`src/rtl/core/qsu_pkg.sv`:
```
// Types and constants of the quoted string unescape core.
`timescale 1ns / 1ps
`default_nettype none

package qsu_pkg;

    typedef enum logic [3:0] {
        PH_IDLE       = 4'd0,
        PH_BARE       = 4'd1,
        PH_BODY       = 4'd2,
        PH_ESC        = 4'd3,
        PH_HEX        = 4'd4,
        PH_WANT_BSL   = 4'd5,
        PH_WANT_U     = 4'd6,
        PH_SPACE      = 4'd7,
        PH_MARK       = 4'd8,
        PH_LINE       = 4'd9,
        PH_BLOCK      = 4'd10,
        PH_BLOCK_STAR = 4'd11
    } phase_t;

    localparam logic [1:0] QK_NONE   = 2'd0;
    localparam logic [1:0] QK_DOUBLE = 2'd1;
    localparam logic [1:0] QK_SINGLE = 2'd2;

    localparam logic [1:0] KIND_DATA = 2'd0;
    localparam logic [1:0] KIND_DONE = 2'd1;
    localparam logic [1:0] KIND_ERR  = 2'd2;

    localparam logic [3:0] ERR_NONE          = 4'd0;
    localparam logic [3:0] ERR_BAD_START     = 4'd1;
    localparam logic [3:0] ERR_QUOTE_ESCAPE  = 4'd2;
    localparam logic [3:0] ERR_BAD_HEX       = 4'd3;
    localparam logic [3:0] ERR_LOW_RANGE     = 4'd4;
    localparam logic [3:0] ERR_LOW_MISSING   = 4'd5;
    localparam logic [3:0] ERR_LONE_LOW      = 4'd6;
    localparam logic [3:0] ERR_ILLEGAL_ESC   = 4'd7;
    localparam logic [3:0] ERR_UNTERMINATED  = 4'd8;
    localparam logic [3:0] ERR_NUL_IN_BLOCK  = 4'd9;
    localparam logic [3:0] ERR_OPEN_COMMENT  = 4'd10;

    // Parse state carried from one item to the next.
    typedef struct packed {
        phase_t      phase;
        logic [1:0]  quote_kind;
        logic [1:0]  hex_digits_seen;
        logic [15:0] code_accum;
        logic [15:0] high_surrogate;
        logic        in_second_escape;
    } state_t;

    // One result item.
    typedef struct packed {
        logic [1:0] kind;
        logic [7:0] out_byte;
        logic [3:0] error_code;
        logic       not_consumed;
    } res_t;

    // All results of one input item, entry 0 first.
    typedef struct packed {
        logic [2:0]     count;
        res_t [3:0]     res;
    } group_t;

endpackage

`default_nettype wire

```
`src/rtl/core/qsu_decode.sv`:
```
// Combinational decode of one token byte: next parse state and its results.
`timescale 1ns / 1ps
`default_nettype none

module qsu_decode (
    input  qsu_pkg::state_t st,
    input  logic [7:0]      in_byte,
    input  logic            token_start,
    input  logic            end_of_text,
    output qsu_pkg::state_t st_next,
    output qsu_pkg::group_t grp
);
    import qsu_pkg::*;

    function automatic res_t mk(input logic [1:0] kind, input logic [7:0] b,
                                input logic [3:0] err, input logic nc);
        res_t r;
        r.kind         = kind;
        r.out_byte     = b;
        r.error_code   = err;
        r.not_consumed = nc;
        return r;
    endfunction

    function automatic logic is_bare(input logic [7:0] b);
        return (b >= "0" && b <= "9") || (b >= "A" && b <= "Z") ||
               (b >= "a" && b <= "z") || b == "-" || b == "+" || b == "_" || b == ".";
    endfunction

    function automatic logic is_space(input logic [7:0] b);
        return b == " " || (b >= 8'h09 && b <= 8'h0D);
    endfunction

    // Bit 4 flags a valid hex digit, bits 3:0 give its value.
    function automatic logic [4:0] hex_value(input logic [7:0] b);
        logic [7:0] d;
        d = 8'h00;
        if (b >= "0" && b <= "9") begin
            d = b - 8'h30;
            return {1'b1, d[3:0]};
        end else if (b >= "A" && b <= "F") begin
            d = b - 8'h37;
            return {1'b1, d[3:0]};
        end else if (b >= "a" && b <= "f") begin
            d = b - 8'h57;
            return {1'b1, d[3:0]};
        end
        return 5'b0_0000;
    endfunction

    logic        do_body;
    logic        do_emit;
    logic [20:0] cp;
    logic [4:0]  hv;
    logic [15:0] accum_new;
    logic [26:0] sur_sum;

    always_comb begin
        st_next   = st;
        grp       = '0;
        do_body   = 1'b0;
        do_emit   = 1'b0;
        cp        = '0;
        hv        = hex_value(in_byte);
        accum_new = {st.code_accum[11:0], hv[3:0]};
        sur_sum   = {1'b0, st.high_surrogate, 10'b0} + {11'b0, accum_new} - 27'h35FDC00;

        if (token_start) begin
            st_next = '0;
            if (end_of_text) begin
                grp.res[0] = mk(KIND_ERR, 8'h00, ERR_BAD_START, 1'b0);
                grp.count  = 3'd1;
            end else if (in_byte == "\"") begin
                st_next.quote_kind = QK_DOUBLE;
                st_next.phase      = PH_BODY;
            end else if (in_byte == "'") begin
                st_next.quote_kind = QK_SINGLE;
                st_next.phase      = PH_BODY;
            end else if (is_bare(in_byte)) begin
                st_next.phase = PH_BARE;
                grp.res[0]    = mk(KIND_DATA, in_byte, ERR_NONE, 1'b0);
                grp.count     = 3'd1;
            end else begin
                grp.res[0] = mk(KIND_ERR, 8'h00, ERR_BAD_START, 1'b0);
                grp.count  = 3'd1;
            end
        end else if (end_of_text) begin
            st_next.phase = PH_IDLE;
            grp.count     = 3'd1;
            case (st.phase)
                PH_BARE: begin
                    grp.res[0] = mk(KIND_DONE, 8'h00, ERR_NONE, 1'b0);
                end
                PH_BODY, PH_SPACE: begin
                    grp.res[0] = mk(KIND_ERR, 8'h00, ERR_UNTERMINATED, 1'b0);
                end
                PH_ESC: begin
                    grp.res[0] = mk(KIND_ERR, 8'h00, ERR_ILLEGAL_ESC, 1'b0);
                end
                PH_HEX: begin
                    grp.res[0] = mk(KIND_ERR, 8'h00, ERR_BAD_HEX, 1'b0);
                end
                PH_WANT_BSL, PH_WANT_U: begin
                    grp.res[0] = mk(KIND_ERR, 8'h00, ERR_LOW_MISSING, 1'b0);
                end
                PH_MARK, PH_LINE, PH_BLOCK, PH_BLOCK_STAR: begin
                    grp.res[0] = mk(KIND_ERR, 8'h00, ERR_OPEN_COMMENT, 1'b0);
                end
                default: begin
                    st_next.phase = st.phase;
                    grp.count     = 3'd0;
                end
            endcase
        end else begin
            case (st.phase)
                PH_BARE: begin
                    grp.count = 3'd1;
                    if (is_bare(in_byte)) begin
                        grp.res[0] = mk(KIND_DATA, in_byte, ERR_NONE, 1'b0);
                    end else begin
                        st_next.phase = PH_IDLE;
                        grp.res[0]    = mk(KIND_DONE, 8'h00, ERR_NONE, 1'b1);
                    end
                end
                PH_BODY: begin
                    do_body = 1'b1;
                end
                PH_ESC: begin
                    st_next.phase = PH_BODY;
                    grp.count     = 3'd1;
                    grp.res[0]    = mk(KIND_DATA, in_byte, ERR_NONE, 1'b0);
                    case (in_byte)
                        8'h0A, 8'h0D: begin
                            st_next.phase = PH_SPACE;
                            grp.count     = 3'd0;
                        end
                        "\"": begin
                            if (st.quote_kind != QK_DOUBLE) begin
                                st_next.phase = PH_IDLE;
                                grp.res[0] = mk(KIND_ERR, 8'h00, ERR_QUOTE_ESCAPE, 1'b0);
                            end
                        end
                        "'": begin
                            if (st.quote_kind != QK_SINGLE) begin
                                st_next.phase = PH_IDLE;
                                grp.res[0] = mk(KIND_ERR, 8'h00, ERR_QUOTE_ESCAPE, 1'b0);
                            end
                        end
                        "\\", "/": begin
                            grp.res[0] = mk(KIND_DATA, in_byte, ERR_NONE, 1'b0);
                        end
                        "b": grp.res[0] = mk(KIND_DATA, 8'h08, ERR_NONE, 1'b0);
                        "f": grp.res[0] = mk(KIND_DATA, 8'h0C, ERR_NONE, 1'b0);
                        "n": grp.res[0] = mk(KIND_DATA, 8'h0A, ERR_NONE, 1'b0);
                        "r": grp.res[0] = mk(KIND_DATA, 8'h0D, ERR_NONE, 1'b0);
                        "t": grp.res[0] = mk(KIND_DATA, 8'h09, ERR_NONE, 1'b0);
                        "v": grp.res[0] = mk(KIND_DATA, 8'h0B, ERR_NONE, 1'b0);
                        "u": begin
                            st_next.phase            = PH_HEX;
                            st_next.hex_digits_seen  = 2'd0;
                            st_next.code_accum       = 16'h0000;
                            st_next.in_second_escape = 1'b0;
                            grp.count                = 3'd0;
                        end
                        default: begin
                            st_next.phase = PH_IDLE;
                            grp.res[0] = mk(KIND_ERR, 8'h00, ERR_ILLEGAL_ESC, 1'b0);
                        end
                    endcase
                end
                PH_HEX: begin
                    if (!hv[4]) begin
                        st_next.phase = PH_IDLE;
                        grp.res[0]    = mk(KIND_ERR, 8'h00, ERR_BAD_HEX, 1'b0);
                        grp.count     = 3'd1;
                    end else begin
                        st_next.code_accum = accum_new;
                        if (st.hex_digits_seen != 2'd3) begin
                            st_next.hex_digits_seen = st.hex_digits_seen + 2'd1;
                        end else begin
                            st_next.hex_digits_seen = 2'd0;
                            if (st.in_second_escape) begin
                                st_next.in_second_escape = 1'b0;
                                if (accum_new < 16'hDC00 || accum_new > 16'hDFFF) begin
                                    st_next.phase = PH_IDLE;
                                    grp.res[0] = mk(KIND_ERR, 8'h00, ERR_LOW_RANGE, 1'b0);
                                    grp.count  = 3'd1;
                                end else begin
                                    st_next.phase = PH_BODY;
                                    cp            = sur_sum[20:0];
                                    do_emit       = 1'b1;
                                end
                            end else if (accum_new >= 16'hD800 && accum_new <= 16'hDBFF) begin
                                st_next.high_surrogate = accum_new;
                                st_next.phase          = PH_WANT_BSL;
                            end else if (accum_new >= 16'hDC00 && accum_new <= 16'hDFFF) begin
                                st_next.phase = PH_IDLE;
                                grp.res[0]    = mk(KIND_ERR, 8'h00, ERR_LONE_LOW, 1'b0);
                                grp.count     = 3'd1;
                            end else begin
                                st_next.phase = PH_BODY;
                                cp            = {5'b0, accum_new};
                                do_emit       = 1'b1;
                            end
                        end
                    end
                end
                PH_WANT_BSL: begin
                    if (in_byte == "\\") begin
                        st_next.phase = PH_WANT_U;
                    end else begin
                        st_next.phase = PH_IDLE;
                        grp.res[0]    = mk(KIND_ERR, 8'h00, ERR_LOW_MISSING, 1'b0);
                        grp.count     = 3'd1;
                    end
                end
                PH_WANT_U: begin
                    if (in_byte == "u") begin
                        st_next.phase            = PH_HEX;
                        st_next.hex_digits_seen  = 2'd0;
                        st_next.code_accum       = 16'h0000;
                        st_next.in_second_escape = 1'b1;
                    end else begin
                        st_next.phase = PH_IDLE;
                        grp.res[0]    = mk(KIND_ERR, 8'h00, ERR_LOW_MISSING, 1'b0);
                        grp.count     = 3'd1;
                    end
                end
                PH_SPACE: begin
                    if (is_space(in_byte)) begin
                        st_next.phase = PH_SPACE;
                    end else if (in_byte == "/" || in_byte == "#" || in_byte == ";") begin
                        st_next.phase = PH_MARK;
                    end else begin
                        do_body = 1'b1;
                    end
                end
                PH_MARK: begin
                    st_next.phase = (in_byte == "*") ? PH_BLOCK : PH_LINE;
                end
                PH_LINE: begin
                    if (in_byte == 8'h0A || in_byte == 8'h0D || in_byte == 8'h00) begin
                        st_next.phase = PH_SPACE;
                    end
                end
                PH_BLOCK: begin
                    if (in_byte == 8'h00) begin
                        st_next.phase = PH_IDLE;
                        grp.res[0]    = mk(KIND_ERR, 8'h00, ERR_NUL_IN_BLOCK, 1'b0);
                        grp.count     = 3'd1;
                    end else if (in_byte == "*") begin
                        st_next.phase = PH_BLOCK_STAR;
                    end
                end
                PH_BLOCK_STAR: begin
                    if (in_byte == 8'h00) begin
                        st_next.phase = PH_IDLE;
                        grp.res[0]    = mk(KIND_ERR, 8'h00, ERR_NUL_IN_BLOCK, 1'b0);
                        grp.count     = 3'd1;
                    end else if (in_byte == "/") begin
                        st_next.phase = PH_SPACE;
                    end else if (in_byte != "*") begin
                        st_next.phase = PH_BLOCK;
                    end
                end
                default: begin
                    st_next.phase = PH_IDLE;
                end
            endcase
        end

        // An ordinary string byte: closing quote, start of an escape, or copied.
        if (do_body) begin
            st_next.phase = PH_BODY;
            if ((in_byte == "\"" && st.quote_kind == QK_DOUBLE) ||
                (in_byte == "'" && st.quote_kind == QK_SINGLE)) begin
                st_next.phase = PH_IDLE;
                grp.res[0]    = mk(KIND_DONE, 8'h00, ERR_NONE, 1'b0);
                grp.count     = 3'd1;
            end else if (in_byte == "\\") begin
                st_next.phase = PH_ESC;
            end else begin
                grp.res[0] = mk(KIND_DATA, in_byte, ERR_NONE, 1'b0);
                grp.count  = 3'd1;
            end
        end

        // UTF-8 encoding of a finished code point.
        if (do_emit) begin
            if (cp < 21'h80) begin
                grp.res[0] = mk(KIND_DATA, cp[7:0], ERR_NONE, 1'b0);
                grp.count  = 3'd1;
            end else if (cp <= 21'h7FF) begin
                grp.res[0] = mk(KIND_DATA, {3'b110, cp[10:6]}, ERR_NONE, 1'b0);
                grp.res[1] = mk(KIND_DATA, {2'b10, cp[5:0]}, ERR_NONE, 1'b0);
                grp.count  = 3'd2;
            end else if (cp <= 21'hFFFF) begin
                grp.res[0] = mk(KIND_DATA, {4'b1110, cp[15:12]}, ERR_NONE, 1'b0);
                grp.res[1] = mk(KIND_DATA, {2'b10, cp[11:6]}, ERR_NONE, 1'b0);
                grp.res[2] = mk(KIND_DATA, {2'b10, cp[5:0]}, ERR_NONE, 1'b0);
                grp.count  = 3'd3;
            end else begin
                grp.res[0] = mk(KIND_DATA, {5'b11110, cp[20:18]}, ERR_NONE, 1'b0);
                grp.res[1] = mk(KIND_DATA, {2'b10, cp[17:12]}, ERR_NONE, 1'b0);
                grp.res[2] = mk(KIND_DATA, {2'b10, cp[11:6]}, ERR_NONE, 1'b0);
                grp.res[3] = mk(KIND_DATA, {2'b10, cp[5:0]}, ERR_NONE, 1'b0);
                grp.count  = 3'd4;
            end
        end
    end

endmodule

`default_nettype wire

```
`src/rtl/core/quoted_string_unescape_utf8_core.sv`:
```
// Top level of the quoted string unescape core with UTF-8 output.
//
//  channel | direction | tdata                               | tuser               | tlast
//  --------+-----------+-------------------------------------+---------------------+---------
//  s_      | in        | in_byte[7:0]                        | token_start[0],     | -
//          |           |                                     | end_of_text[1]      |
//  m_      | out       | out_byte[7:0], error_code[11:8],    | out_kind[1:0]       | last
//          |           | byte_not_consumed[12], zero [15:13] |                     |
//
// Items that yield at most one result flow at one a cycle while m_tready is high; an item
// that yields k results keeps the next item waiting in the input register until its group
// has drained, since a group drains through the m_ port one item per cycle while m_tready
// is high. An accepted item passes the input register and then the group register.
// Reset (aresetn low at a clock edge) empties both registers and returns the parser to idle.
// A stall on m_tready backs up into s_tready once the input register holds an item.
`timescale 1ns / 1ps
`default_nettype none

module quoted_string_unescape_utf8_core (
    input  logic        aclk,
    input  logic        aresetn,
    input  logic        s_tvalid,
    output logic        s_tready,
    input  logic [7:0]  s_tdata,   // in_byte[7:0]
    input  logic [1:0]  s_tuser,   // token_start[0], end_of_text[1]
    output logic        m_tvalid,
    input  logic        m_tready,
    output logic [15:0] m_tdata,   // out_byte[7:0], error_code[11:8], byte_not_consumed[12]
    output logic [1:0]  m_tuser,   // out_kind[1:0]
    output logic        m_tlast
);
    import qsu_pkg::*;

    // Input register: one accepted item waiting for decode.
    logic            in_valid_reg;
    logic [7:0]      in_byte_reg;
    logic            in_start_reg;
    logic            in_eot_reg;

    // Parse state and the result group of the last decoded item.
    state_t          state_reg;
    state_t          state_next;
    group_t          grp_reg;
    group_t          grp_next;
    logic            grp_valid_reg;
    logic [1:0]      rd_idx_reg;

    logic            take;
    logic            last_out;
    logic            grp_free;
    logic            move;
    res_t            cur;

    qsu_decode u_decode (
        .st          (state_reg),
        .in_byte     (in_byte_reg),
        .token_start (in_start_reg),
        .end_of_text (in_eot_reg),
        .st_next     (state_next),
        .grp         (grp_next)
    );

    // The entry on show is the last of its group once the read index plus one reaches the count.
    assign last_out = ({1'b0, rd_idx_reg} + 3'd1) == grp_reg.count;
    assign take     = grp_valid_reg && m_tready;
    // The group register takes a new decode when it is empty or its last entry leaves now.
    assign grp_free = !grp_valid_reg || (take && last_out);
    assign move     = in_valid_reg && grp_free;
    assign s_tready = !in_valid_reg || move;

    always_ff @(posedge aclk) begin
        if (!aresetn) begin
            in_valid_reg <= 1'b0;
        end else if (s_tvalid && s_tready) begin
            in_valid_reg <= 1'b1;
        end else if (move) begin
            in_valid_reg <= 1'b0;
        end
    end

    always_ff @(posedge aclk) begin
        if (s_tvalid && s_tready) begin
            in_byte_reg  <= s_tdata;
            in_start_reg <= s_tuser[0];
            in_eot_reg   <= s_tuser[1];
        end
    end

    // The parse state advances exactly when an item is decoded into the group register.
    always_ff @(posedge aclk) begin
        if (!aresetn) begin
            state_reg     <= '0;
            grp_valid_reg <= 1'b0;
            rd_idx_reg    <= 2'd0;
        end else if (move) begin
            state_reg     <= state_next;
            grp_valid_reg <= grp_next.count != 3'd0;
            rd_idx_reg    <= 2'd0;
        end else if (take) begin
            if (last_out) begin
                grp_valid_reg <= 1'b0;
            end else begin
                rd_idx_reg <= rd_idx_reg + 2'd1;
            end
        end
    end

    always_ff @(posedge aclk) begin
        if (move) begin
            grp_reg <= grp_next;
        end
    end

    assign cur      = grp_reg.res[rd_idx_reg];
    assign m_tvalid = grp_valid_reg;
    assign m_tdata  = {3'b000, cur.not_consumed, cur.error_code, cur.out_byte};
    assign m_tuser  = cur.kind;
    assign m_tlast  = last_out;

endmodule

`default_nettype wire

```
`config.mk`:
```
export PLATFORM = sky130hd
export DESIGN_NAME = quoted_string_unescape_utf8_core
export DESIGN_NICKNAME = d
export VERILOG_FILES = /design/src/rtl/core/qsu_pkg.sv /design/src/rtl/core/qsu_decode.sv /design/src/rtl/core/quoted_string_unescape_utf8_core.sv
export SDC_FILE = /design/constraint.sdc
export NUM_CORES = 1
export LEC_CHECK = 0
export BUFFER_PORTS_ARGS = -buffer_cell sky130_fd_sc_hd__buf_2
export CORE_UTILIZATION = 51
export CTS_CLUSTER_DIAMETER = 80
export DETAILED_ROUTE_END_ITERATION = 16
export PLACE_DENSITY = 0.68
export SETUP_SLACK_MARGIN = 0.02
export SYNTH_ARGS = -nofsm -noshare
export SYNTH_HDL_FRONTEND = slang
export SYNTH_HIERARCHICAL = 1
export SYNTH_SLANG_ARGS = --single-unit
```
`constraint.sdc`:
```
create_clock -name aclk -period 5 [get_ports aclk]
set_input_delay 0.25 -clock aclk [delete_from_list [all_inputs] [get_ports aclk]]
set_output_delay 0.25 -clock aclk [all_outputs]
set_load 0.05 [all_outputs]
```
-- After elaboration in Yosys (flattened, before gate mapping)
Cells that the tools add are included.
- flip-flop bits (word level): 109
- input bits: 14
- output and inout port bits: 21
- word-level logic and storage cells: 316
- add/subtract/negate cells: 8
- $lt $le $gt $ge: 20
- eq/ne operators: 55
- mux-type cells: 137
- bitwise logic cells: 3
- reduce and logical (&&, ||, !) cells: 62
- operators by type and width (cell ; count):
    2-to-1 mux 15 bit ; 22
    one-hot mux 15 bit (6 select lines) ; 2
    2-to-1 mux 21 bit ; 8
    one-hot mux 15 bit (9 select lines) ; 1
    2-to-1 mux 35 bit ; 3
    equality test 8 x 6 -> 1 bit, second input constant ; 10
    equality test 8 x 7 -> 1 bit, second input constant ; 9
    2-to-1 mux 4 bit ; 18
    2-to-1 mux 16 bit ; 4
    2-to-1 mux 63 bit ; 1
    2-to-1 mux 30 bit ; 2
    2-to-1 mux 3 bit ; 17
    2-to-1 mux 45 bit ; 1
    one-hot mux 4 bit (11 select lines) ; 1
    2-to-1 mux 41 bit ; 1
    one-hot mux 18 bit (2 select lines) ; 1
    2-to-1 mux 1 bit ; 33
    >= comparator 16 bit, second input constant ; 2
    less-or-equal comparator 16 bit, second input constant ; 2
    less-or-equal comparator 8 x 7 -> 1 bit, second input constant ; 4
    binary-select mux 15 bit (select 2 bit) ; 1
    adder 21 x 16 -> 21 bit ; 1
    less-or-equal comparator 21 x 11 -> 1 bit, second input constant ; 1
    less-or-equal comparator 21 x 16 -> 1 bit, second input constant ; 1
    other kinds (63) ; 139

-- Logic depth before layout (Yosys ltp)
Gate-level depths: netlist (run 1).
- depth in word-level cells: 23
- gate-level depth with buffers: 20
- gate-level depth less buffers: 17

-- Cells and area by module
Netlist (run 1), hierarchy kept.
- by module, submodules not included (module ; instances ; cells an instance ; area an instance (um^2) ; seq. area each (um^2)):
    quoted_string_unescape_utf8_core ; 1 ; 307 ; 4583.1 ; 3093.0
    qsu_decode ; 1 ; 598 ; 3744.8 ; 0.0

-- Worst setup path before layout (run 1)
OpenSTA, ideal clock, no wires.
- path kind: flip-flop to flip-flop
- start: reg state_reg[23] in the netlist's numbering
- end: reg grp_valid_reg, in the netlist m_tvalid
- library setup time: 116 ps
- arrival: 3761 ps
- required time: 4884 ps
- setup slack: 1123 ps
- stages on the path, launching flop included: 21
- path buffers: 5
- clock period less this slack: 3877 ps
- cells stage by stage: dfxtp_1 clkbuf_1 inv_1 ha_1 inv_1 ha_1 inv_1 fa_1 and2b_1 o211ai_2 nor4_1 o21ai_1 o21ba_2 clkbuf_2 o21ai_2 inv_1 buf_2 buf_2 buf_4 o311a_1 a31o_2
- RTL lines (what ; RTL line ; text):
    from (decl) ; quoted_string_unescape_utf8_core.sv:41 ; state_t state_reg;
    from (signal assigned) ; quoted_string_unescape_utf8_core.sv:96 ; state_reg <= state_next;
    to (signal assigned) ; quoted_string_unescape_utf8_core.sv:93 ; grp_valid_reg <= 1'b0;
    to (signal assigned) ; quoted_string_unescape_utf8_core.sv:97 ; grp_valid_reg <= grp_next.count != 3'd0;
    to (signal assigned) ; quoted_string_unescape_utf8_core.sv:101 ; grp_valid_reg <= 1'b0;
    to (decl) ; quoted_string_unescape_utf8_core.sv:45 ; logic grp_valid_reg;

==> results.md, run 1 <==
- CTS Sinks: 109
- MaxCap Viol Count: 0
- RSZ-0062 raised after global routing: false
- Pwr Density: 241 nW/µm²
- CP Cell Sequence: inv_1 > ha_1 > inv_1 > ha_1 > inv_1 > fa_1 > and2b_1 > o211ai_2 > nor4_1 > o21ai_1 > o21ba_2 > o21ai_2 > inv_1 > nor4_1 > o21ai_1
- Sw frac: 26.5%
- Commonest non-fill, non-tap cell in the layout: nand2_1
- Register area: about 2900 µm²
- Global route overflow: 0
- H-tree depth: 3
- Port bufs: 31
- Final Core Density: between 50 and 60%
- Slack of the worst reg-to-reg path: 590 ps
- Clock buffer count from CTS: 9
- Final WL: 20.1 mm
- Wire per inst: a little under 20 µm
- Reg2reg path depth: 15
- Fin. Hold Viols: 0
- Critical Path Most Common Cell: inv_1
- Footprint of the multi-input gates: around 4400 µm²
- Hold Crit Class: input pin to flop
- Initial antenna violation count: 0
- Max FFs per register: 63
- Io pins: 35
- Crit Path Class: flop to flop
- Crit path launch type: flop
- Worst path buffer plus inverter count: 4
- Setup ws final: 588 ps
- Clock slew at reported path FFs: roughly 80 ps
- Number of synthesis warnings: 6
- Fmax: 227 MHz
- Layout Cells excl Fill: 1037
- Clk pwr share: 37.2%
- Slew of the pin with the lowest slew margin: 1200 ps
- Worst r2r dst: grp_reg[5]$_DFFE_PP_
- Layout cells sized above 1: about an eighth
- Hold_buf cts: 0
- GRT Overall Usage: 25.6%
- Core Area: 15100 µm²
- Filler instances: 1376
- Status: completed
- Chip width: ~130 µm
- Mapped cell area: approximately 7900 µm²
- Crit path DAT: 4490 ps
- First-pass GRT wire length: ~32 mm
- Total Power: 0.00199 W
- Slowest stage delay, CP: 560 ps
- Setup_tns: 0 ps
- Post-Route Skew: 10.8 ps
- DRT Pass-1 Iters: 5
- TritonCTS clock tree: yes
- Vias: 6431
- Initial DRC count: 775
- Total leakage power: 2.90 nW
- Drt drc: 0
- Max Fanout on Critical Path: 22
- Chip Height: 127 µm
- Crit-path slowest cell: dfxtp_1
- Crit end category: flop
- Cell count after synthesis: 853
- Setup Viol. Count Final: 0
- Vias in the first global route: just under 6000
- Internal: 0.00146 W
- Worst Setup SP: state_reg[23]$_SDFFE_PN0P_
- Final GP Congestion: 0.916
- Detailed Place HPWL: around 14 mm
- CP top delay family: compound AO/OA/AOI/OAI gates
- Layout Nets: 877
- Initial core utilization: 52.2%
- # diodes: 0
- Clk root buf: clkbuf_16
- Comb pwr share: 11.7%
- Psw: 0.000528 W
- CP required: 5080 ps
- Die ar.: 16000 µm²
- Sequential share of power: 51.0%
- Slew headroom: 20.2%
- Commonest cells after routing, fill and taps aside: 126 x nand2_1, 73 x edfxtp_1, 70 x nor2_1, 44 x mux2i_1, 39 x a21oi_1
- Max clock buf depth: 2
- Syn Area/Cell: 9.28 µm²
- Placed insts: between 1000 and 1500
- Antenna Nets Post-Route: 0
- Clk_lat worst skew: 350 ps
- RR Startpoint: state_reg[23]$_SDFFE_PN0P_
- Capture point of the critical path: grp_reg[5]$_DFFE_PP_
- Row cnt: 45
- Pre-CTS setup slack: 758 ps
- Synthesis-to-finish area growth: 4.27%
- Vias per inst: a little over 6
- Count of pins over their slew limit: 0
- Post-CTS sizing: 0
- Max VDD drop: 0.198 mV
- Largest net degree at the start of global routing: between 60 and 70
- Final period util: 88.2%
- Setup Buffers After CTS: 0
- Instance count on the critical path: 15
- Final Critical Period: 4410 ps
[metal layers]
layer	vias to the layer above	part of all wire (%)	track usage (%)
li1	3061	-	-
met1	3043	45	35.8
met3	27	7.0	3.67
met4	0	1.9	8.43
met5	-	0	0
met2	300	46	40.8
[cell type report]
class | instances | area share, %
flip-flops and latches | 109 | 35.3
repair buffers | 43 | 3.12
clock buffers | 10 | 2.78
clock inverters | 6 | 0.834
multi-input cells | 654 | 53.9
well taps | 188 | 2.85
inverters | 27 | 1.23
[through the flow]
| step | instance area [µm²] | hold WS, ps |
|---|---|---|
| after floorplan | 8010 | 349 |
| after global placement | 7950 | 426 |
| after detailed placement | 7950 | 428 |
| after CTS | 8250 | 49.2 |
| after global routing | 8250 | 50.0 |
| final | 8250 | 63.8 |
[power groups by stage]
stage	combinational, W	sequential (W)	clock (W)
global placement	0.000229	0.00104	0
CTS	0.000232	0.00102	0.000759
global route	0.000250	0.00102	0.000797
floorplan	0.000203	0.00103	0
detailed placement	0.000232	0.00104	0
finish	0.000234	0.00102	0.000741
[worst min path at each step]
stage,from,endpoint,slack [ps],depth (start not counted)
2_1_floorplan,s_tdata[0],in_byte_reg[0]$_DFFE_PP_,350,0
3_3_place_gp,s_tdata[7],in_byte_reg[7]$_DFFE_PP_,430,1
3_5_place_dp,s_tuser[0],in_start_reg$_DFFE_PP_,430,1
4_1_cts,s_tuser[0],in_start_reg$_DFFE_PP_,50,1
5_1_grt,s_tuser[0],in_start_reg$_DFFE_PP_,50,1
6_report,s_tdata[4],in_byte_reg[4]$_DFFE_PP_,60,1
Power figures use the tool's default switching activity.
==> run 2, diff against run 1 <==
--- a/config.mk
+++ b/config.mk
@@ -7,9 +7,10 @@
 export LEC_CHECK = 0
 export BUFFER_PORTS_ARGS = -buffer_cell sky130_fd_sc_hd__buf_2
 export CORE_UTILIZATION = 51
+export CTS_BUF_LIST = sky130_fd_sc_hd__clkbuf_4
 export CTS_CLUSTER_DIAMETER = 80
 export DETAILED_ROUTE_END_ITERATION = 16
-export PLACE_DENSITY = 0.68
+export PLACE_DENSITY = 0.76
 export SETUP_SLACK_MARGIN = 0.02
 export SYNTH_ARGS = -nofsm -noshare
 export SYNTH_HDL_FRONTEND = slang
==> results.md, run 2 (same netlist as run 1, synthesis figures left out) <==
- GRT Overall Usage: 23.8% (was 25.6%)
- Commonest non-fill, non-tap cell in the layout: nand2_1 (unchanged)
- Filler instances: 1374 (was 1376)
- Slew headroom: 26.4% (was 20.2%)
- Post-Route Skew: 42.1 ps (was 10.8 ps)
- Clock slew at reported path FFs: 160 ps (was 80 ps)
- Detailed Place HPWL: 13.2 mm (was 14.3 mm)
- Crit path DAT: 4600 ps (was 4490 ps)
- Crit end category: flop (unchanged)
- Layout cells sized above 1: 12.8% (was 12.6%)
- Setup_tns: 0 ps (unchanged)
- Max clock buf depth: 2 (unchanged)
- Comb pwr share: 13.6% (was 11.7%)
- TritonCTS clock tree: yes (unchanged)
- Setup Buffers After CTS: 0 (unchanged)
- Antenna Nets Post-Route: 0 (unchanged)
- Sw frac: 28.7% (was 26.5%)
- Wire per inst: 17.9 µm (was 19.3 µm)
- Fin. Hold Viols: 0 (unchanged)
- Initial antenna violation count: 0 (unchanged)
- H-tree depth: 3 (unchanged)
- Crit-path slowest cell: dfxtp_1 (unchanged)
- Clk pwr share: 27.9% (was 37.2%)
- Sequential share of power: 58.5% (was 51.0%)
- Core Area: 15100 µm² (unchanged)
- Vias in the first global route: 5747 (was 5868)
- Critical Path Most Common Cell: inv_1 (unchanged)
- Final GP Congestion: 0.924 (was 0.916)
- Layout Nets: 890 (was 877)
- Row cnt: 45 (unchanged)
- Port bufs: 31 (unchanged)
- Commonest cells after routing, fill and taps aside: 126 x nand2_1, 73 x edfxtp_1, 70 x nor2_1, 44 x mux2i_1, 39 x a21oi_1 (unchanged)
- Status: completed (unchanged)
- Max VDD drop: 0.115 mV (was 0.198 mV)
- Fmax: 232 MHz (was 227 MHz)
- Count of pins over their slew limit: 0 (unchanged)
- Psw: 0.000499 W (was 0.000528 W)
- Chip width: 127 µm (unchanged)
- DRT Pass-1 Iters: 5 (unchanged)
- Post-CTS sizing: 0 (unchanged)
- Final Critical Period: 4320 ps (was 4410 ps)
- MaxCap Viol Count: 0 (unchanged)
- Total Power: 0.00174 W (was 0.00199 W)
- Internal: 0.00124 W (was 0.00146 W)
- CP required: 5280 ps (was 5080 ps)
- RSZ-0062 raised after global routing: false (unchanged)
- Vias: 6404 (was 6431)
- Clk root buf: clkbuf_4 (was clkbuf_16)
- Setup Viol. Count Final: 0 (unchanged)
- Largest net degree at the start of global routing: 84 (was 69)
- CP top delay family: compound AO/OA/AOI/OAI gates (unchanged)
- Crit path launch type: flop (unchanged)
- Die ar.: 16000 µm² (unchanged)
- Final period util: 86.3% (was 88.2%)
- Slew of the pin with the lowest slew margin: 1100 ps (was 1200 ps)
- Hold_buf cts: 11 (was 0)
- Initial DRC count: 777 (was 775)
- Clk_lat worst skew: 530 ps (was 350 ps)
- Max FFs per register: 63 (unchanged)
- Drt drc: 0 (unchanged)
- Clock buffer count from CTS: 9 (unchanged)
- Total leakage power: 2.88 nW (was 2.90 nW)
- Global route overflow: 0 (unchanged)
- # diodes: 0 (unchanged)
- Io pins: 35 (unchanged)
- Synthesis-to-finish area growth: 3.83% (was 4.27%)
- Chip Height: 127 µm (unchanged)
- Hold Crit Class: input pin to flop (unchanged)
- Pwr Density: 212 nW/µm² (was 241 nW/µm²)
- Initial core utilization: 52.2% (unchanged)
- Slowest stage delay, CP: 570 ps (was 560 ps)
- Max Fanout on Critical Path: 22 (unchanged)
- CTS Sinks: 109 (unchanged)
- Final WL: 18.8 mm (was 20.1 mm)
- Worst path buffer plus inverter count: 4 (unchanged)
- Vias per inst: 6.10 (was 6.20)
- CP Cell Sequence: inv_1 > ha_1 > inv_1 > ha_1 > inv_1 > fa_1 > and2b_1 > o211ai_2 > nor4_1 > o21ai_1 > o21ba_2 > o21ai_2 > inv_1 > nor4_1 > o21ai_1 (unchanged)
- Crit Path Class: flop to flop (unchanged)
- First-pass GRT wire length: 29.9 mm (was 31.9 mm)
==> run 2: path summary, 6_finish.rpt <==
kind	startpoint	end	cells past startpoint	slack [ps]
max reg2reg	state_reg[23]$_SDFFE_PN0P_	grp_reg[5]$_DFFE_PP_	15	680
max	state_reg[23]$_SDFFE_PN0P_	grp_reg[5]$_DFFE_PP_	15	680
min reg2reg	state_reg[6]$_SDFFE_PN0P_	state_reg[6]$_SDFFE_PN0P_	2	490
min	m_tready	m_tvalid$_SDFFE_PN0P_	3	100
==> run 2: cell type report <==
type	instances	area [µm²]	area share (%)
Inverter	27	101	1.23
Timing Repair Buffer	56	370	4.51
Clock buffer	10	75.1	0.914
Sequential cell	109	2910	35.5
Clock inverter	6	75.1	0.914
Tap cell	188	235	2.86
Multi-Input combinational cell	654	4450	54.1
==> run 2: through the flow <==
step | hold WS, ps | instances | utilization (%) | worst slack, ps | instance area (µm²)
floorplan | 349 | 878 | - | 1120 | 8010
global placement | 428 | 1023 | 52.5 | 935 | 7960
detailed placement | 429 | 1023 | 52.5 | 774 | 7960
CTS | 86.4 | 1050 | 54.2 | 749 | 8220
global route | 101 | 1050 | 54.2 | 360 | 8220
finish | 101 | 1050 | 54.2 | 683 | 8220
==> run 2: worst reg2reg max path: cells and delay by family, from the launching register on <==
kind	cells	cell delay, ps
flops	1	570
fa+ha+maj	3	760
buf+inv	4	640
simple gates	3	1010
compound gates	5	1110
==> run 2: per-layer routing <==
layer / GRT usage [%] / vias to the layer above / part of all wire [%]
met5: 0 / - / 0
met4: 8.43 / 0 / 2.3
met3: 3.96 / 34 / 8.1
met2: 36.9 / 300 / 45
met1: 33.6 / 2990 / 45
li1: - / 3080 / -
==> run 2: power groups by stage <==
| stage | combinational, W | clock (W) | sequential [W] |
|---|---|---|---|
| after CTS | 0.000233 | 0.000500 | 0.00102 |
| after global placement | 0.000225 | 0 | 0.00104 |
| after global routing | 0.000252 | 0.000531 | 0.00102 |
| final | 0.000237 | 0.000486 | 0.00102 |
| after detailed placement | 0.000226 | 0 | 0.00104 |
| after floorplan | 0.000203 | 0 | 0.00103 |
